**src/rtl/mavc_pkg.sv**
```systemverilog
`timescale 1ns / 1ps
package mavc_pkg;

    localparam int MAX_DISKS_DEF = 64;
    localparam int FLD_W         = 32;
    localparam int WORD_W        = 4 * FLD_W;
    localparam int CHUNK_W       = 16;
    localparam int QUO_W         = 48;
    localparam int QCNT_W        = $clog2(QUO_W + 1);
    localparam int ANG_W         = 32;
    localparam int USED_W        = 7;

    localparam logic [QUO_W-1:0] SAT48_MAX = {1'b0, {(QUO_W-1){1'b1}}};
    localparam logic [QUO_W-1:0] SAT48_MIN = {1'b1, {(QUO_W-1){1'b0}}};

    typedef enum logic [3:0] {
        ST_IDLE,
        ST_READ,
        ST_NP,
        ST_RSUB,
        ST_MAG,
        ST_MAC,
        ST_DRAIN,
        ST_DIVGO,
        ST_DIVW,
        ST_ACC,
        ST_FDIV,
        ST_FWAIT
    } t_state;

    typedef struct packed {
        logic             valid;
        logic [ANG_W-1:0] angular;
        logic             zero_seen;
    } t_res;

endpackage

```
**src/rtl/mavc_div.sv**
```systemverilog
`timescale 1ns / 1ps
module mavc_div
    import mavc_pkg::*;
#(
    parameter int DW = 79
) (
    input  logic             i_clk,
    input  logic             i_rst_n,
    input  logic             i_start,
    input  logic [DW-1:0]    i_rem0,
    input  logic [QUO_W-1:0] i_low,
    input  logic [DW-1:0]    i_den,
    output logic             o_done,
    output logic [QUO_W-1:0] o_quo,
    output logic             o_sat
);

    logic              r_busy;
    logic              r_done;
    logic [QCNT_W-1:0] r_cnt;
    logic [DW-1:0]     r_rem;
    logic [DW-1:0]     r_den;
    logic [QUO_W-1:0]  r_low;
    logic [QUO_W-1:0]  r_q;
    logic              r_sat;

    logic [DW:0]       w_t;
    logic              w_ge;
    logic [DW:0]       w_sub;
    logic              w_big;

    assign w_t   = {r_rem, r_low[QUO_W-1]};
    assign w_ge  = w_t >= {1'b0, r_den};
    assign w_sub = w_t - {1'b0, r_den};
    // quotient would need more than QUO_W bits
    assign w_big = i_rem0 >= i_den;

    always_ff @(posedge i_clk) begin
        if (!i_rst_n) begin
            r_busy <= 1'b0;
            r_done <= 1'b0;
            r_cnt  <= '0;
        end else begin
            r_done <= 1'b0;
            if (i_start) begin
                r_cnt <= QCNT_W'(QUO_W);
                if (w_big) begin
                    r_busy <= 1'b0;
                    r_done <= 1'b1;
                end else begin
                    r_busy <= 1'b1;
                end
            end else if (r_busy) begin
                r_cnt <= r_cnt - 1'b1;
                if (r_cnt == QCNT_W'(1)) begin
                    r_busy <= 1'b0;
                    r_done <= 1'b1;
                end
            end
        end
    end

    always_ff @(posedge i_clk) begin
        if (i_start) begin
            r_den <= i_den;
            r_rem <= i_rem0;
            r_low <= i_low;
            r_q   <= '0;
            r_sat <= w_big;
        end else if (r_busy) begin
            r_rem <= w_ge ? w_sub[DW-1:0] : w_t[DW-1:0];
            r_q   <= {r_q[QUO_W-2:0], w_ge};
            r_low <= {r_low[QUO_W-2:0], 1'b0};
        end
    end

    assign o_done = r_done;
    assign o_quo  = r_q;
    assign o_sat  = r_sat;

endmodule

```
**config.mk**
```make
export PLATFORM = sky130hd
export DESIGN_NAME = mavc_div
export DESIGN_NICKNAME = d
export VERILOG_FILES = /design/src/rtl/mavc_pkg.sv /design/src/rtl/mavc_div.sv
export SDC_FILE = /design/constraint.sdc
export NUM_CORES = 1
export LEC_CHECK = 0
export ABC_AREA = 1
export BUFFER_PORTS_ARGS = -buffer_cell sky130_fd_sc_hd__buf_2
export CAP_MARGIN = 30
export CORE_MARGIN = 1.5
export CORE_UTILIZATION = 54
export CTS_CLUSTER_DIAMETER = 50
export DETAILED_ROUTE_END_ITERATION = 10
export GPL_TIMING_DRIVEN = 0
export HOLD_SLACK_MARGIN = 0.12
export PLACE_DENSITY_LB_ADDON = 0.12
export SETUP_SLACK_MARGIN = 0.05
export SYNTH_ARGS = -nofsm -noshare
export SYNTH_HDL_FRONTEND = slang
export SYNTH_SLANG_ARGS = --single-unit
```
**constraint.sdc**
```tcl
create_clock -name i_clk -period 4.9 [get_ports i_clk]
set_input_delay 0.245 -clock i_clk [delete_from_list [all_inputs] [get_ports i_clk]]
set_output_delay 0.245 -clock i_clk [all_outputs]
set_load 0.1 [all_outputs]
```
==> impl_metrics.toml <==
[synth]
yosysSeqAreaShare_pct = 35.4
synth_adder_area_share_pct = 9.76
synthesis.area_um2 = 20700
synthMuxAreaShare_pct = 0
ys_warn_count = 0
yosysTopAreaCell = "edfxtp_1"
synth.area.top_cells = "edfxtp_1, nand2_1, inv_1, ha_1, dfxtp_1"
yosys.area_share.simple_pct = 33.8
synth_top_family_by_area = "simple AND/OR/NAND/NOR gates"
synth_cell_types = 37
synth_top_area_share_pct = 30.0
synth-xor-area-share_pct = 1.44
syn-num-nets = 3472
synth_seq_cells = 263
syn_avg_cell_area_um2 = 6.68
synth_compound_area_share_pct = 6.54
synthCells = 3102

[clocking]
numCtsBuffers = 29
clockBufferDepth = 3
cts_setup_buffers = 0
cts_max_level = 1
cts_tree = "yes"
clk-insertion-delay-late_ns = 0.61
cts.sinks = 263
clkTransAtPathRegs_ns = 0.07
cts_root_buf = "clkbuf_16"

[worst_setup_path]
cpMaxStageDelayCell = "fa_1"
cp.arrival_ns = 4.08
critPathRequiredTime_ns = 5.24
worst_setup_path_start_kind = "flop"
worstPathCellList = "inv_1 -> ha_1 -> fa_1 -> inv_1 -> nand2_1 -> nand2_1 -> nand3_1 -> nand2_2 -> nand2_1 -> nand2_1 -> nand2_1 -> nand3_2 -> nand2_2 -> nand2_2 -> buf_6 -> buf_6 -> nand3_1 -> nand2_1 -> nand2_1"
cp_max_fo = 10
critPathCaptureType = "flop"
max_stage_delay_ns = 0.42
crit_type = "reg -> reg"
cp_common_cell = "nand2_1"

[grt]
grt_max_degree = 98
track_usage_pct = 44.9
grtUsageMet2_pct = 72.9
grt_first_pass_wirelength_mm = 133
globalRoute.busiestLayer = "met2"
first_global_vias = 23400
grt_overflow = 0
grt_use_met3_pct = 11.5
antenna_found_initial = 2
met1_usage_pct = 54.8

[pwr]
power_density_nw_per_um2 = 373
power_frac_comb_pct = 45.1
clkPwrFrac_pct = 24.9
p_seq_share_pct = 30.0
irDropWorstVdd_mv = 0.356
p_int_mw = 5.50
swShare_pct = 42.8
p_leak_nw = 13.7
switching_power_mw = 4.12

[drt]
drt_wl_total_mm = 89.8
routed_via_density = 5.71
dr.first_iter.drc_count = 2853
drc = 0
wl_per_cell_um = 21.7
vias = 23600
drtAntennaViolNets = 0
dr.pass1.iters = 7

[sta]
fin_crit_sh_pct = 76.3
grt_setup_unrepaired = "false"
slew_violations = 0
fin_setup_tns_ns = 0
relSlewSlack_pct = 27.1
setup_viol = 0
tightest_slew_ns = 1.09
finalHoldViolations = 0
fin_crit_ns = 3.74
skew_ns = 0.0299
hold_ws_ns = 0.221
fmax_mhz = 267

[place]
hpwlAfterDp_mm = 61.0
port_buffers = 258
routabilityCongestion = 0.968

[cells_and_area]
layout_commonest_cell = "nand2_1"
drive_gt1_share_pct = 10.1
syn2layout_area_growth_pct = 24.6
n_fill_cell = 2861
fin_nets = 3972
mostFrequentLayoutCells = "nand2_1, inv_1, buf_2"

[floorplan]
ios = 259
num_rows = 71
core_um2 = 37800
die-area_um2 = 39600
start_util_pct = 54.9
die_w_um = 199
dieHeight_um = 199

[status]
status = "finished, final reports clean"

[job]
drv_cap = 0

[min_path]
hp-class = "in -> reg"
## sequential cells by signal, indices dropped and copies added (netlist names)
signal,flops
o_done,1
o_quo,48
o_sat,1
r_busy,1
r_cnt,6
r_den,79
r_low,48
r_rem,79
## worst max-delay path, delay by kind of cell (launching register included)
family	cells	cell delay [ns]
adders and majority gates	2	0.67
buffers and inverters	4	0.73
DFF	1	0.36
and+or+nand+nor	13	1.72
## layout make-up
cell class	count	area, um^2	area share (%)
Antenna cell	1	2.50	0.00969
Buffer	64	338	1.31
Clock buffer	36	816	3.16
Clock inverter	18	193	0.746
Inverter	631	2370	9.17
Multi-Input combinational cell	2144	10700	41.4
Sequential cell	263	7340	28.4
Tap cell	511	639	2.48
Timing Repair Buffer	469	3440	13.3
## final timing paths
check,from,slack (ns),end,depth (start not counted)
max reg2reg,r_low[47]$_DFFE_PP_,1.16,r_rem[54]$_DFFE_PP_,19
min reg2reg,o_quo[44]$_SDFFE_PP0P_,0.50,o_quo[44]$_SDFFE_PP0P_,2
min,i_start,0.22,r_den[36]$_DFFE_PP_,1
max,r_low[47]$_DFFE_PP_,1.16,r_rem[54]$_DFFE_PP_,19
## synthesized netlist by cell type
cell and n:
nor2_4 1, o22ai_1 46, a21oi_1 112, nand3_2 1, buf_4 4, ha_1 160, o21a_1 4, nor2_2 15
buf_6 7, clkinv_1 2, fa_1 1, a21oi_2 1, xnor2_1 32, nand3_1 169, and2_1 2, nand2_1 1169
buf_2 16, o21ai_0 32, dfxtp_1 56, a21boi_0 1, nor4_1 5, a21o_1 3, nand3b_1 47, nor3_1 25
nor2_1 221, clkbuf_1 36, edfxtp_1 207, a211oi_1 1, and2_0 1, nand4_1 39, o21bai_1 20, or2_1 1
xor2_1 2, inv_1 629, o21ai_1 24, nand2_2 9, buf_1 1
## routing by layer
layer / vias to the layer above / part of all wire (%)
li1: 10700 / -
met5: - / 0
met1: 10700 / 38
met4: 0 / 6.2
met3: 452 / 11
met2: 1775 / 45
## cells by family after synthesis
family	Yosys count
AOI/OAI and AO/OA	244
xor gates and xnor gates	34
adders and majority gates	161
buffers and inverters	695
DFF	263
and+or+nand+nor	1705
## power by group through the flow
stage	Combinational (mW)	Sequential [mW]	Clock (mW)
after floorplan	2.64	2.89	0
after global placement	3.86	2.90	0
after detailed placement	3.94	2.90	0
after CTS	4.10	2.86	2.33
after global routing	4.70	2.90	2.45
final	4.34	2.89	2.40
## timing repair
action | CTS | global route
hold buffers | 207 | 0
resized for setup | 0 | 0
hold endpoints to repair | 212 | 0
## through the flow
stage	power, mW	util (%)	setup slack [ns]	cell area, um^2	instances
global route	10.0	68.4	1.05	25800	4137
global placement	6.76	60.0	-0.831	22700	3871
floorplan	5.53	-	1.99	20700	3102
CTS	9.29	68.3	1.33	25800	4134
detailed placement	6.84	60.2	1.38	22700	3873
finish	9.62	68.4	1.16	25800	4137
Note: power is estimated with default switching activity, not from simulation.
